### config.mk
export PLATFORM = sky130hd
export DESIGN_NAME = stx_etx_frame_checker_core
export DESIGN_NICKNAME = d
export VERILOG_FILES = /design/src/sv/sefc_pkg.sv /design/src/sv/sefc_ctrl.sv /design/src/sv/sefc_datapath.sv /design/src/sv/stx_etx_frame_checker_core.sv
export SDC_FILE = /design/constraint.sdc
export NUM_CORES = 1
export LEC_CHECK = 0
export BUFFER_PORTS_ARGS = -buffer_cell sky130_fd_sc_hd__buf_2
export CAP_MARGIN = 15
export CELL_PAD_IN_SITES_DETAIL_PLACEMENT = 1
export CELL_PAD_IN_SITES_GLOBAL_PLACEMENT = 1
export CORE_AREA = 2 2 183 185
export CTS_CLUSTER_DIAMETER = 100
export DETAILED_ROUTE_END_ITERATION = 10
export DIE_AREA = 0 0 185 187
export HOLD_SLACK_MARGIN = 0.08
export PLACE_DENSITY = 0.87
export SYNTH_ARGS = -nofsm -noshare
export SYNTH_HDL_FRONTEND = slang
export SYNTH_SLANG_ARGS = --single-unit
### constraint.sdc
create_clock -name aclk -period 6.35 [get_ports aclk]
set_input_delay 0 -clock aclk [delete_from_list [all_inputs] [get_ports aclk]]
set_output_delay 0 -clock aclk [all_outputs]
set_load 0.05 [all_outputs]
### src/sv/sefc_pkg.sv
// Shared constants, codes and controller/datapath interface types of the frame checker.
package sefc_pkg;

    localparam int MAX_DATA_BYTES = 32;
    localparam int IDX_W = (MAX_DATA_BYTES > 1) ? $clog2(MAX_DATA_BYTES) : 1;

    localparam int CFG_IDX_W = 8;
    typedef logic [CFG_IDX_W-1:0] cfg_idx_t;
    localparam cfg_idx_t REG_START_BYTE = cfg_idx_t'(0);
    localparam cfg_idx_t REG_END_BYTE   = cfg_idx_t'(1);

    localparam logic [7:0] START_BYTE_RESET = 8'h02;
    localparam logic [7:0] END_BYTE_RESET   = 8'h03;
    localparam logic [7:0] MIN_FRAME        = 8'd5;
    localparam logic [7:0] POS_LIMIT        = 8'hFF;

    typedef enum logic [2:0] {
        ST_OK           = 3'd0,
        ST_TOO_SHORT    = 3'd1,
        ST_BAD_START    = 3'd2,
        ST_LEN_MISMATCH = 3'd3,
        ST_BAD_END      = 3'd4,
        ST_BAD_SUM      = 3'd5
    } status_t;

    typedef enum logic {
        KIND_HEADER = 1'b0,
        KIND_DATA   = 1'b1
    } kind_t;

    // Result word, lowest bits last in the declaration
    typedef struct packed {
        logic [1:0] pad;
        logic [4:0] data_position;
        logic [7:0] data_value;
        logic [5:0] data_count;
        logic [7:0] command;
        status_t    status;
    } out_data_t;

    typedef struct packed {
        logic byte_accept;
        logic load_header;
        logic load_data;
        logic rd_en;
        logic idx_inc;
        logic clear;
    } ctrl_cmd_t;

    typedef struct packed {
        logic out_free;
        logic frame_bad;
        logic count_zero;
        logic data_last;
    } dp_status_t;

endpackage

### src/sv/sefc_ctrl.sv
// Controller state machine: byte intake, frame evaluation and data result sequencing.
module sefc_ctrl (
    input  logic                  aclk,
    input  logic                  aresetn,
    input  logic                  s_tvalid,
    input  logic                  s_tlast,
    output logic                  s_tready,
    input  sefc_pkg::dp_status_t  sts,
    output sefc_pkg::ctrl_cmd_t   cmd
);

    typedef enum logic [1:0] {
        S_RECV,
        S_EVAL,
        S_DATA
    } state_t;

    state_t state_reg;
    state_t state_next;

    always_comb begin
        state_next = state_reg;
        cmd        = '0;
        s_tready   = 1'b0;
        case (state_reg)
            S_RECV: begin
                s_tready = 1'b1;
                if (s_tvalid) begin
                    cmd.byte_accept = 1'b1;
                    if (s_tlast) begin
                        state_next = S_EVAL;
                    end
                end
            end
            S_EVAL: begin
                if (sts.out_free) begin
                    cmd.load_header = 1'b1;
                    if (sts.frame_bad || sts.count_zero) begin
                        cmd.clear  = 1'b1;
                        state_next = S_RECV;
                    end else begin
                        // fetch the first data byte
                        cmd.rd_en  = 1'b1;
                        state_next = S_DATA;
                    end
                end
            end
            S_DATA: begin
                if (sts.out_free) begin
                    cmd.load_data = 1'b1;
                    if (sts.data_last) begin
                        cmd.clear  = 1'b1;
                        state_next = S_RECV;
                    end else begin
                        cmd.idx_inc = 1'b1;
                        cmd.rd_en   = 1'b1;
                    end
                end
            end
            default: begin
                state_next = S_RECV;
            end
        endcase
    end

    always_ff @(posedge aclk) begin
        if (!aresetn) begin
            state_reg <= S_RECV;
        end else begin
            state_reg <= state_next;
        end
    end

    a_final_to_eval: assert property (@(posedge aclk) disable iff (!aresetn)
        (cmd.byte_accept && s_tlast) |=> (state_reg == S_EVAL))
        else $error("final byte did not start frame evaluation");

    a_data_holds: assert property (@(posedge aclk) disable iff (!aresetn)
        ((state_reg == S_DATA) && !sts.out_free) |=> (state_reg == S_DATA))
        else $error("data sequence left while output stalled");

    a_no_intake_busy: assert property (@(posedge aclk) disable iff (!aresetn)
        (cmd.load_header || cmd.load_data) |-> !cmd.byte_accept)
        else $error("byte taken while results are being issued");

endmodule

### src/sv/sefc_datapath.sv
// Datapath: frame state registers, data byte store, status evaluation and result register.
module sefc_datapath (
    input  logic                  aclk,
    input  logic                  aresetn,
    input  logic                  cfg_valid,
    input  sefc_pkg::cfg_idx_t    cfg_index,
    input  logic [7:0]            cfg_data,
    input  logic [7:0]            rx_byte,
    input  sefc_pkg::ctrl_cmd_t   cmd,
    output sefc_pkg::dp_status_t  sts,
    output logic                  m_tvalid,
    input  logic                  m_tready,
    output logic [31:0]           m_tdata,
    output logic                  m_tuser,
    output logic                  m_tlast
);

    localparam int IW = sefc_pkg::IDX_W;

    logic [7:0] start_byte_reg;
    logic [7:0] end_byte_reg;

    logic [7:0] byte_pos_reg;
    logic       too_long_reg;
    logic       start_ok_reg;
    logic [7:0] decl_len_reg;
    logic [7:0] sum_reg;
    logic [7:0] check_reg;
    logic [7:0] cmd_byte_reg;
    logic [7:0] last_rx_reg;

    logic [IW-1:0] idx_reg;
    logic [IW-1:0] idx_next;
    logic [7:0]    rd_data_reg;
    logic [7:0]    mem [sefc_pkg::MAX_DATA_BYTES];

    logic                  out_valid_reg;
    sefc_pkg::out_data_t   out_data_reg;
    sefc_pkg::out_data_t   out_data_next;
    logic                  out_kind_reg;
    logic                  out_last_reg;
    logic                  out_last_next;

    logic [8:0]    pay_end;
    logic [7:0]    data_off;
    logic          in_payload;
    logic          store_hit;
    logic [IW-1:0] wr_addr;
    sefc_pkg::status_t status;
    logic [7:0]    len_m1;
    logic [5:0]    count;

    // config registers
    always_ff @(posedge aclk) begin
        if (!aresetn) begin
            start_byte_reg <= sefc_pkg::START_BYTE_RESET;
            end_byte_reg   <= sefc_pkg::END_BYTE_RESET;
        end else if (cfg_valid) begin
            if (cfg_index == sefc_pkg::REG_START_BYTE) begin
                start_byte_reg <= cfg_data;
            end else if (cfg_index == sefc_pkg::REG_END_BYTE) begin
                end_byte_reg <= cfg_data;
            end
        end
    end

    // byte position decode
    always_comb begin
        pay_end    = 9'd2 + {1'b0, decl_len_reg};
        data_off   = byte_pos_reg - 8'd3;
        in_payload = (byte_pos_reg >= 8'd2) && ({1'b0, byte_pos_reg} < pay_end);
        store_hit  = cmd.byte_accept && !too_long_reg && (byte_pos_reg != sefc_pkg::POS_LIMIT)
                     && in_payload && (byte_pos_reg >= 8'd3)
                     && ({1'b0, data_off} < 9'(sefc_pkg::MAX_DATA_BYTES));
        wr_addr    = IW'(data_off);
    end

    always_ff @(posedge aclk) begin
        if (!aresetn || cmd.clear) begin
            byte_pos_reg <= '0;
            too_long_reg <= 1'b0;
            start_ok_reg <= 1'b0;
            decl_len_reg <= '0;
            sum_reg      <= '0;
            check_reg    <= '0;
            cmd_byte_reg <= '0;
        end else if (cmd.byte_accept) begin
            if (too_long_reg || byte_pos_reg == sefc_pkg::POS_LIMIT) begin
                too_long_reg <= 1'b1;
            end else begin
                if (byte_pos_reg == 8'd0) begin
                    start_ok_reg <= (rx_byte == start_byte_reg);
                end else if (byte_pos_reg == 8'd1) begin
                    decl_len_reg <= rx_byte;
                end else if (in_payload) begin
                    sum_reg <= sum_reg + rx_byte;
                    if (byte_pos_reg == 8'd2) begin
                        cmd_byte_reg <= rx_byte;
                    end
                end else if ({1'b0, byte_pos_reg} == pay_end) begin
                    check_reg <= rx_byte;
                end
                byte_pos_reg <= byte_pos_reg + 8'd1;
            end
        end
    end

    // end byte is checked against the final byte, held here
    always_ff @(posedge aclk) begin
        if (cmd.byte_accept) begin
            last_rx_reg <= rx_byte;
        end
    end

    // status in check priority order
    always_comb begin
        if (!too_long_reg && byte_pos_reg < sefc_pkg::MIN_FRAME) begin
            status = sefc_pkg::ST_TOO_SHORT;
        end else if (!start_ok_reg) begin
            status = sefc_pkg::ST_BAD_START;
        end else if (too_long_reg || (decl_len_reg + 8'd4) != byte_pos_reg) begin
            status = sefc_pkg::ST_LEN_MISMATCH;
        end else if (last_rx_reg != end_byte_reg) begin
            status = sefc_pkg::ST_BAD_END;
        end else if (sum_reg != check_reg) begin
            status = sefc_pkg::ST_BAD_SUM;
        end else begin
            status = sefc_pkg::ST_OK;
        end
        len_m1 = decl_len_reg - 8'd1;
        if (len_m1 > 8'(sefc_pkg::MAX_DATA_BYTES)) begin
            count = 6'(sefc_pkg::MAX_DATA_BYTES);
        end else begin
            count = len_m1[5:0];
        end
    end

    always_comb begin
        if (cmd.clear) begin
            idx_next = '0;
        end else if (cmd.idx_inc) begin
            idx_next = idx_reg + IW'(1);
        end else begin
            idx_next = idx_reg;
        end
    end

    always_ff @(posedge aclk) begin
        if (!aresetn) begin
            idx_reg <= '0;
        end else begin
            idx_reg <= idx_next;
        end
    end

    always_ff @(posedge aclk) begin
        if (store_hit) begin
            mem[wr_addr] <= rx_byte;
        end
        if (cmd.rd_en) begin
            rd_data_reg <= mem[idx_next];
        end
    end

    always_comb begin
        sts.out_free   = !out_valid_reg || m_tready;
        sts.frame_bad  = (status != sefc_pkg::ST_OK);
        sts.count_zero = (count == 6'd0);
        sts.data_last  = ((6'(idx_reg) + 6'd1) == count);
    end

    // result word
    always_comb begin
        out_data_next     = '0;
        out_data_next.status = status;
        out_last_next     = sts.frame_bad || sts.count_zero;
        if (status == sefc_pkg::ST_OK) begin
            out_data_next.command    = cmd_byte_reg;
            out_data_next.data_count = count;
        end
        if (cmd.load_data) begin
            out_data_next.status        = sefc_pkg::ST_OK;
            out_data_next.command       = cmd_byte_reg;
            out_data_next.data_count    = count;
            out_data_next.data_value    = rd_data_reg;
            out_data_next.data_position = 5'(idx_reg);
            out_last_next               = sts.data_last;
        end
    end

    always_ff @(posedge aclk) begin
        if (!aresetn) begin
            out_valid_reg <= 1'b0;
        end else if (cmd.load_header || cmd.load_data) begin
            out_valid_reg <= 1'b1;
        end else if (m_tready) begin
            out_valid_reg <= 1'b0;
        end
    end

    always_ff @(posedge aclk) begin
        if (cmd.load_header || cmd.load_data) begin
            out_data_reg <= out_data_next;
            out_kind_reg <= cmd.load_data ? sefc_pkg::KIND_DATA : sefc_pkg::KIND_HEADER;
            out_last_reg <= out_last_next;
        end
    end

    assign m_tvalid = out_valid_reg;
    assign m_tdata  = out_data_reg;
    assign m_tuser  = out_kind_reg;
    assign m_tlast  = out_last_reg;

    a_clear_empties: assert property (@(posedge aclk) disable iff (!aresetn)
        cmd.clear |=> (byte_pos_reg == 8'd0) && !too_long_reg)
        else $error("frame state not cleared");

    a_data_in_range: assert property (@(posedge aclk) disable iff (!aresetn)
        cmd.load_data |-> (6'(idx_reg) < count) && (status == sefc_pkg::ST_OK))
        else $error("data result outside the delivered range");

    a_too_long_sticks: assert property (@(posedge aclk) disable iff (!aresetn)
        (too_long_reg && !cmd.clear) |=> too_long_reg)
        else $error("overlong flag dropped within a frame");

endmodule

### src/sv/stx_etx_frame_checker_core.sv
// Top level of the start/length/checksum/end frame checker.
//
//  channel   dir  handshake                 payload
//  s_        in   s_tvalid / s_tready       s_tdata rx_byte, s_tlast final_byte
//  m_        out  m_tvalid / m_tready       m_tdata result word, m_tuser kind, m_tlast run_end
//  cfg_      in   cfg_valid / cfg_ready     cfg_index register, cfg_data value
//
// One byte is taken per cycle while a frame streams in; non-final bytes give no result.
// The header is evaluated in the state that follows the final byte and registered, then up to
// MAX_DATA_BYTES data results follow at one per cycle unless m_tready stalls, each read from
// the store into a register ahead of its result. s_tready stays low from the final byte until
// the last result of the frame is loaded; a stall on m_tready holds the sequence and the input.
// Reset (aresetn low, synchronous) restores start 0x02 and end 0x03.
module stx_etx_frame_checker_core (
    input  logic                  aclk,
    input  logic                  aresetn,
    input  logic                  s_tvalid,
    output logic                  s_tready,
    input  logic [7:0]            s_tdata,   // [7:0] rx_byte
    input  logic                  s_tlast,
    output logic                  m_tvalid,
    input  logic                  m_tready,
    // [2:0] status, [10:3] command, [16:11] data_count, [24:17] data_value,
    // [29:25] data_position, [31:30] zero
    output logic [31:0]           m_tdata,
    output logic                  m_tuser,   // [0] kind
    output logic                  m_tlast,
    input  logic                  cfg_valid,
    output logic                  cfg_ready,
    input  sefc_pkg::cfg_idx_t    cfg_index,
    input  logic [7:0]            cfg_data
);

    sefc_pkg::ctrl_cmd_t  cmd;
    sefc_pkg::dp_status_t sts;

    assign cfg_ready = 1'b1;

    sefc_ctrl u_ctrl (
        .aclk     (aclk),
        .aresetn  (aresetn),
        .s_tvalid (s_tvalid),
        .s_tlast  (s_tlast),
        .s_tready (s_tready),
        .sts      (sts),
        .cmd      (cmd)
    );

    sefc_datapath u_datapath (
        .aclk      (aclk),
        .aresetn   (aresetn),
        .cfg_valid (cfg_valid),
        .cfg_index (cfg_index),
        .cfg_data  (cfg_data),
        .rx_byte   (s_tdata),
        .cmd       (cmd),
        .sts       (sts),
        .m_tvalid  (m_tvalid),
        .m_tready  (m_tready),
        .m_tdata   (m_tdata),
        .m_tuser   (m_tuser),
        .m_tlast   (m_tlast)
    );

endmodule

After elaboration in Yosys (flattened, before gate mapping)
Memories as Yosys holds them, arrays and structs flattened. A register that Yosys moved wholly into a read port is not among the register bits. Index checks and enable logic that the tools add are counted.

Logic and storage cells: 130. Output and inout bits: 37. Memory bits (writable): 256. Register bits: 106. Memories: 1. Bits of input ports: 30.

Memories: u_datapath.mem (words 32, width 8, read ports 1, clocked after Yosys merged registers in 1, wr ports 1, line sefc_datapath.sv:35) `logic [7:0] mem [sefc_pkg::MAX_DATA_BYTES];`.

Reduce and logical (&&, ||, !) cells: 33. Equality and inequality tests: 18. Add/subtract/negate cells: 8. Mux-type cells: 39. Order comparisons: 6. Bitwise logic cells: 5.

Operators with widths (count): inequality test 8 bit (3); two-way mux 1 bit (18); two-way mux 17 bit (1); == test 8 x 1 -> 1 bit, second input constant (2); >= comparator 8 x 2 -> 1 bit, second input constant (2); zero test 8 bit (2); two-way mux 3 bit (5); two-way mux 14 bit (1); two-way mux 2 bit (7); AND reduction 6 bit (2); two-way mux 5 bit (2); inequality test 2 bit, second input constant (5); AND reduction 5 bit (2); adder 2 x 8 -> 9 bit, first input constant (1); == test 8 x 9 -> 1 bit (1); less-than comparator 8 x 9 -> 1 bit (1); adder 8 x 1 -> 8 bit, second input constant (1); adder 8 x 3 -> 8 bit, second input constant (1); adder 8 bit (1); == test 8 x 2 -> 1 bit, second input constant (1); == test 8 bit (1); == test 8 bit, second input constant (1); > comparator 8 x 6 -> 1 bit, second input constant (1); less-than comparator 8 x 3 -> 1 bit, second input constant (1); 25 further kinds (46).

Depth between registers and ports, before layout
Gate-level depths: netlist (run 1).

Word-level depth: 12. Mapped depth: 18. Gate-level depth less buffers: 15.

Hierarchy
A second synthesis (run 1) with hierarchy kept.

Cell total of the unflattened synthesis: 1060. Area, all modules: 16160.5 µm².

By module, submodules not included: sefc_datapath (times used 1, area each 15916.5 µm², sequential area each 10410.0 µm², cells each 1029); sefc_ctrl (times used 1, area each 232.7 µm², sequential area each 40.0 µm², cells each 29); stx_etx_frame_checker_core (times used 1, area each 11.3 µm², sequential area each 0.0 µm², cells each 2).

Worst setup path before layout (run 1)
OpenSTA, ideal clock, no wires.

Path type: reg-to-reg. Start: register u_datapath.decl_len_reg[0]. End: register u_datapath.rd_data_reg[0] (read register of u_datapath.mem), data pin. Stages on the path, launching flop included: 17. Data required time: 6.074 ns. Buffers on the path: 3. Library setup time: 0.276 ns. Setup slack: 2.420 ns. Data arrival time: 3.654 ns. Clock period less this slack: 3.930 ns. Path through: dfxtp_1 -> inv_1 -> ha_1 -> and3b_1 -> buf_4 -> mux2i_1 -> o21a_1 -> or3_1 -> o21ba_2 -> o221a_4 -> or3b_1 -> buf_6 -> buf_6 -> a222oi_1 -> nand2_1 -> a221oi_2 -> a22oi_1.

Cells in the longest elaborated chain, start to end: 12. Elaborated cells between the ends (all ways): 25. Classes of those cells: add/sub (2); order compare (1); eq/ne (2); mux (16); reduce/logical (4).

RTL lines: start: declaration (line sefc_datapath.sv:26) `logic [7:0] decl_len_reg;`; start signal: assignment (line sefc_datapath.sv:94) `decl_len_reg <= rx_byte;`; parallel branches: the longest is 12 deep, another holds subtractor 8 x 1 -> 8 bit; end: declaration (line sefc_datapath.sv:34) `logic [7:0] rd_data_reg;`.

Several ways; the timed one is not identified. A chain may end at the register's enable or synchronous reset.

Final worst setup path (run 1)
Start: register u_datapath.decl_len_reg[0]. End: register u_datapath.rd_data_reg[1] (read register of u_datapath.mem), data pin.

The elaborated chain is that of the path after synthesis.

==> reports/metrics.yaml, run 1 <==
setup_path:
  worstSetupPathType: "reg -> reg"
  r2r_cells: 15
  cp.required_ps: 6640
  r2r_end: "u_datapath.rd_data_reg[1]"
  regToRegSetupSlack_ps: 270
  worstPathMaxFanout: 29
  crit_path_start_kind: "register"
  rr_startpoint: "u_datapath.decl_len_reg[0]"
  worstSetupEndpointType: "register"
  crit_arrival_ps: 6370
logic_synthesis:
  synth_cells: 1521
  synth-main-ff-cell: "edfxtp_1"
  ys.warnings.count: 0
  syn_area_um2: 17700
  synth-edff-count: 304
  postSynth.asyncResetShare_pct: 0
  ys_ff_latch: 370
  avgSynthCellArea_um2: 11.6
  synth_common_cells: "edfxtp_1, nor2_1, nand2_1"
  yosys.area.top_type: "edfxtp_1"
  synthTopCellsByArea: "edfxtp_1, dfxtp_1, nor2_1, mux2i_1, ha_1"
  synth_cell_types: 78
  seq_area_frac_synth_pct: 59.0
  synth_top_area_share_pct: 51.5
  yosysMostFrequentCell: "edfxtp_1"
cts:
  cts_buffers: 40
  cts.sink_count: 370
  cts_tree: "yes"
  clk_path_buf_depth: 3
  clk_pin_slew_ps: 60
  insertion_delay_ps: 550
  clockRootBuffer: "clkbuf_16"
  postCtsResizedCells: 0
  h-tree-depth: 2
  post_cts_buffers: 0
  postCtsHoldBufs: 23
detailed_routing:
  drt_iter0_markers: 1985
  ant_nets: 0
  vias: 14200
  wl_per_cell_um: 30.0
  viasPerCell: 6.90
  dr.pass1.iters: 9
  drc: 0
  totalWireLength_mm: 61.8
pwr:
  power.density_nw_per_um2: 263
  leakage_uw: 0.00689
  p_total_uw: 5250
  vdd_drop_max_uv: 240
finish:
  nets: 1647
  finish.utilization_pct: 60.8
  drive_gt1_share_pct: 11.4
  synthToLayoutAreaGrowth_pct: 12.8
  largest_reg_flops: 256
  fillers: 3353
  max_flop_register: "u_datapath.mem"
sta:
  min_period_ps: 6080
  max_freq_ghz: 0.164
  tightest_slew_ps: 1290
  fin_skew_ps: 22.9
  fin_crit_sh_pct: 95.8
  slew-limit-headroom_pct: 14.0
  finalHoldViolCount: 0
  fin_setup_tns_ps: 0
  final_max_slew_viol_count: 0
  rsz0062_at_grt: "false"
  setup_violations: 0
  fin_ws_ps: 269
job:
  drv_cap: 0
place:
  place_congestion: 0.961
  hpwlAfterDp_mm: 38.5
  port_buffers: 63
  post-place-ws_ps: 706
hold_path:
  hold_class: "in -> reg"
  hp-start: "s_tdata[4]"
  hold_depth: 5
  worstHoldEndpoint: "u_datapath.start_ok_reg"
floorplan:
  initial_utilization_pct: 53.9
  dieArea_um2: 34600
  pin_count: 67
  die_w_um: 185
  num_rows: 67
  die_y_um: 187
  core-area_um2: 32900
global_route:
  grt_antenna_before_repair: 3
  grt_overflow_total: 0
  grt_pass1_wl_mm: 91.7
  grt_pass1_vias: 14600
  grt_max_degree: 68
  grt_usage_pct: 35.6
status:
  status: "complete, no violations"
-- metrics by stage --
step / hold slack [ps] / area (um^2) / std cells
after floorplan: 98.9 / 17700 / 1522
after global placement: 234 / 18500 / 1966
after detailed placement: 240 / 18500 / 1966
after CTS: 88.0 / 20000 / 2061
after global routing: 142 / 20000 / 2061
final: 154 / 20000 / 2062
-- power by group --
part | internal [uW] | switching, uW
clock network | 1320 | 1010
logic | 75.3 | 193
registers | 2640 | 13.7
total | 4040 | 1210
-- placed cells by master (no fill, tap or decap), types with 15 or more instances in the layout --
cell and n:
ha_1 33, a21oi_1 39, o21ai_0 61, buf_4 38, edfxtp_1 304, xor2_1 23
nor2b_1 29, xnor2_1 36, a222oi_1 40, nor3_1 53, dlygate4sd3_1 23, inv_1 25
o211ai_1 24, mux2i_1 48, nand3_1 30, a22o_1 45, nand2_1 92, clkbuf_16 41
nand4_1 16, nor2_1 172, a31oi_1 15, or3_1 33, dfxtp_1 65, and3_1 26
buf_2 63
-- worst max-delay path: stages, from the launching register on --
cell and delay, ps:
dfxtp_1 510, inv_1 150, ha_1 260, xnor2_1 340, nor4bb_1 350, a211oi_1 190, a311oi_1 550, o21ba_2 310
nor2_2 160, buf_4 310, o32ai_2 1010, nand3_1 580, nor3_1 680, a2111oi_0 170, nand3_1 180, o21ai_1 80
-- routing by layer --
layer	share of wire, %	vias to the layer above	GRT usage (%)
met5	0.099	-	0
met4	5.0	6	16.7
met3	9.8	226	7.01
met2	47	933	57.1
met1	38	7099	46.5
li1	-	5974	-
-- cell type report --
class | instances | area, um^2 | share of cell area [%]
antenna | 1 | 2.50 | 0.0125
clock buffer | 50 | 1070 | 5.35
clock inverter | 22 | 196 | 0.983
inverter | 26 | 97.6 | 0.488
multi-input combinational | 1021 | 6780 | 33.9
sequential | 370 | 10500 | 52.3
tap | 448 | 561 | 2.80
timing repair buffer | 124 | 831 | 4.16
-- how the worst max path moves through the flow --
stage | cells after the start | slack (ps) | start | end
6_report | 15 | 270 | u_datapath.decl_len_reg[0] | u_datapath.rd_data_reg[1]
5_1_grt | 15 | 110 | u_datapath.decl_len_reg[0] | u_datapath.rd_data_reg[1]
4_1_cts | 15 | 640 | u_datapath.decl_len_reg[0] | u_datapath.rd_data_reg[1]
3_5_place_dp | 15 | 710 | u_datapath.decl_len_reg[0] | u_datapath.rd_data_reg[0]
3_3_place_gp | 15 | 810 | u_datapath.decl_len_reg[0] | u_datapath.rd_data_reg[3]
2_1_floorplan | 16 | 2420 | u_datapath.decl_len_reg[0] | u_datapath.rd_data_reg[0]
-- cells by family after synthesis --
kind of cell,Yosys count,synth area share [%]
buffers and inverters,131,3.16
flip-flops,370,59.0
AO/OA/AOI/OAI,363,15.6
multiplexers,50,2.84
other,2,0.0424
XOR/XNOR,60,2.97
AND/OR/NAND/NOR,510,13.9
adder cells (fa/ha/maj),35,2.50
(Power assumes the default switching activity.)
==> run 2, diff against run 1 <==
BUFFER_PORTS_ARGS = default   (was -buffer_cell sky130_fd_sc_hd__buf_2)
CORE_AREA = 2 2 181 183   (was 2 2 183 185)
DIE_AREA = 0 0 183 185   (was 0 0 185 187)
DONT_BUFFER_PORTS = 1   (was default)
PLACE_DENSITY = 0.86   (was 0.87)
==> run 2 against run 1 <==
  * Maximum frequency is 7.3% higher
  * Design area is 1.2% lower
  * Highest routed layer is now met4
  * First-iteration DRC count is 2.2% lower
  * Flip-flop and latch count stayed put
  * Total power is 2.0% lower
  * Combinational power is 15% lower
  * Largest power group unchanged
  * Global-route usage is 0.71 points lower
  * Sequential share of layout area is 0.63 points higher
  * Non-clock buffer count is 55 lower
  * Routed wire length is 4.3% lower
  * Die area is 2.1% lower
  * Hold slack worse by 14 ps
==> reports/metrics.yaml, run 2 (synthesis results as in run 1) <==
cts:
  clk_pin_slew_ps: 60
  cts_buffers: 39
  postCtsResizedCells: 0
  cts_tree: "yes"
  cts.sink_count: 370
  h-tree-depth: 2
  insertion_delay_ps: 550
  clk_path_buf_depth: 3
  clockRootBuffer: "clkbuf_16"
global_route:
  grt_usage_pct: 34.9
  grt_antenna_before_repair: 1
  grt_overflow_total: 0
  grt_pass1_wl_mm: 87.8
  grt_max_degree: 73
  grt_pass1_vias: 13800
finish:
  most-common-layout-cells: "edfxtp_1, nor2_1, nand2_1, dfxtp_1, o21ai_0"
  design_area_um2: 19700
  seq_area_um2: 10500
  largest_reg_flops: 256
  nets: 1591
  synthToLayoutAreaGrowth_pct: 11.4
  final_common_cell: "edfxtp_1"
  max_flop_register: "u_datapath.mem"
  fillers: 3190
  multi_input_area_um2: 6780
  drive_gt1_share_pct: 7.80
floorplan:
  core-area_um2: 32000
  num_rows: 66
  dieArea_um2: 33900
  die_w_um: 183
  die_y_um: 185
  initial_utilization_pct: 55.3
  pin_count: 67
detailed_routing:
  vias: 13900
  drt_iter0_markers: 1942
  drc: 0
  ant_nets: 0
  wl_per_cell_um: 30.1
  totalWireLength_mm: 59.1
  viasPerCell: 7.08
  dr.pass1.iters: 9
setup_path:
  r2r_end: "u_datapath.rd_data_reg[3]"
  cpMaxStageDelayCell: "o32a_1"
  regToRegSetupSlack_ps: 680
  worstPathMaxFanout: 30
  slowest_delay_ps: 790
  path_delay_family: "compound AO/OA/AOI/OAI gates"
  path_buf_inv: 2
  worstSetupPathType: "reg -> reg"
  r2r_cells: 15
  rr_startpoint: "u_datapath.decl_len_reg[2]"
  cp_cell_sequence: "inv_1 -> ha_1 -> a21boi_4 -> xnor2_1 -> a211oi_1 -> a311oi_1 -> o21ba_2 -> nor2_2 -> buf_4 -> o32a_1 -> nand2_1 -> a2111oi_0 -> nor3_1 -> nand3_1 -> o21ai_1"
  crit_path_start_kind: "register"
  cp.required_ps: 6620
  crit_arrival_ps: 5940
  worstSetupEndpointType: "register"
hold_path:
  hp-start: "cfg_data[1]"
  hold_class: "in -> reg"
  worstHoldEndpoint: "u_datapath.end_byte_reg[1]"
  hold_depth: 3
sta:
  fin_crit_sh_pct: 89.2
  fin_skew_ps: 30.2
  fin_setup_tns_ps: 0
  min_period_ps: 5670
  slew-limit-headroom_pct: 25.3
  final_max_slew_viol_count: 0
  setup_violations: 0
  tightest_slew_ps: 1120
  max_freq_ghz: 0.176
  finalHoldViolCount: 0
  rsz0062_at_grt: "false"
pwr:
  vdd_drop_max_uv: 223
  leakage_uw: 0.00670
  power.density_nw_per_um2: 260
place:
  place_congestion: 0.968
  placed_area_um2: 18100
  hpwlAfterDp_mm: 36.9
  port_buffers: 0
status:
  status: "complete, no violations"
job:
  drv_cap: 0
run 2: changes by cell type in the layout (fill, tap and decap cells not counted), moves of 2 or more:
cell / before / now
buf_2: 63 / 0
buf_4: 38 / 34
clkinv_2: 10 / 7
diode_2: 1 / 3
clkinv_1: 7 / 5
buf_12: 0 / 7
dlygate4sd3_1: 23 / 27
run 2: cell type report:
cell class | count | share of cell area [%]
clock inverter | 17 | 0.874
timing repair buffer | 69 | 3.51
tap | 408 | 2.59
clock buffer | 49 | 5.24
sequential | 370 | 52.9
inverter | 26 | 0.494
multi-input combinational | 1021 | 34.3
antenna | 3 | 0.0380
run 2: worst min-delay path, delay by kind of cell:
family	cells	cell delay [ps]
buffers and inverters	1	540
and+or+nand+nor	1	70
muxes	1	50
run 2: where the power goes:
part	leakage, uW	internal, uW	switching (uW)
logic	0.00283	74.0	153
clock network	0.000591	1280	958
registers	0.00328	2640	43.8
total	0.00670	3990	1150
run 2: worst max-delay path by stage:
| stage | startpoint | cells after the start | slack [ps] | endpoint |
|---|---|---|---|---|
| 2_1_floorplan | u_datapath.decl_len_reg[0] | 16 | 2420 | u_datapath.rd_data_reg[0] |
| 3_3_place_gp | u_datapath.decl_len_reg[2] | 15 | 1080 | u_datapath.rd_data_reg[2] |
| 3_5_place_dp | u_datapath.decl_len_reg[2] | 15 | 820 | u_datapath.rd_data_reg[3] |
| 4_1_cts | u_datapath.decl_len_reg[2] | 15 | 810 | u_datapath.rd_data_reg[3] |
| 5_1_grt | u_datapath.decl_len_reg[2] | 15 | 360 | u_datapath.rd_data_reg[5] |
| 6_report | u_datapath.decl_len_reg[2] | 15 | 680 | u_datapath.rd_data_reg[3] |
run 2: per-layer routing:
metal	share of wire, %	GRT usage (%)	vias up
met5	0	0	-
met4	4.5	15.1	0
met3	9.5	7.04	195
met2	47	56.4	813
met1	39	45.9	7029
li1	-	-	5867
run 2: metrics by stage:
| step | util, % | setup WS [ps] | cells | power [uW] | hold WS, ps |
|---|---|---|---|---|---|
| 3_3_place_gp | 56.5 | 1080 | 1859 | 2870 | 69.3 |
| 5_1_grt | 61.6 | 355 | 1962 | 5260 | 172 |
| 4_1_cts | 61.6 | 813 | 1960 | 5130 | 116 |
| 2_1_floorplan | - | 2420 | 1522 | 2850 | 98.9 |
| 3_5_place_dp | 56.5 | 823 | 1859 | 2880 | 78.5 |
| 6_report | 61.6 | 684 | 1963 | 5140 | 140 |
run 2: timing repair:
item	CTS	global route
setup endpoints to repair	0	0
setup buffers	0	0
endpoints found under the hold margin	329	0
hold buffers	35	0
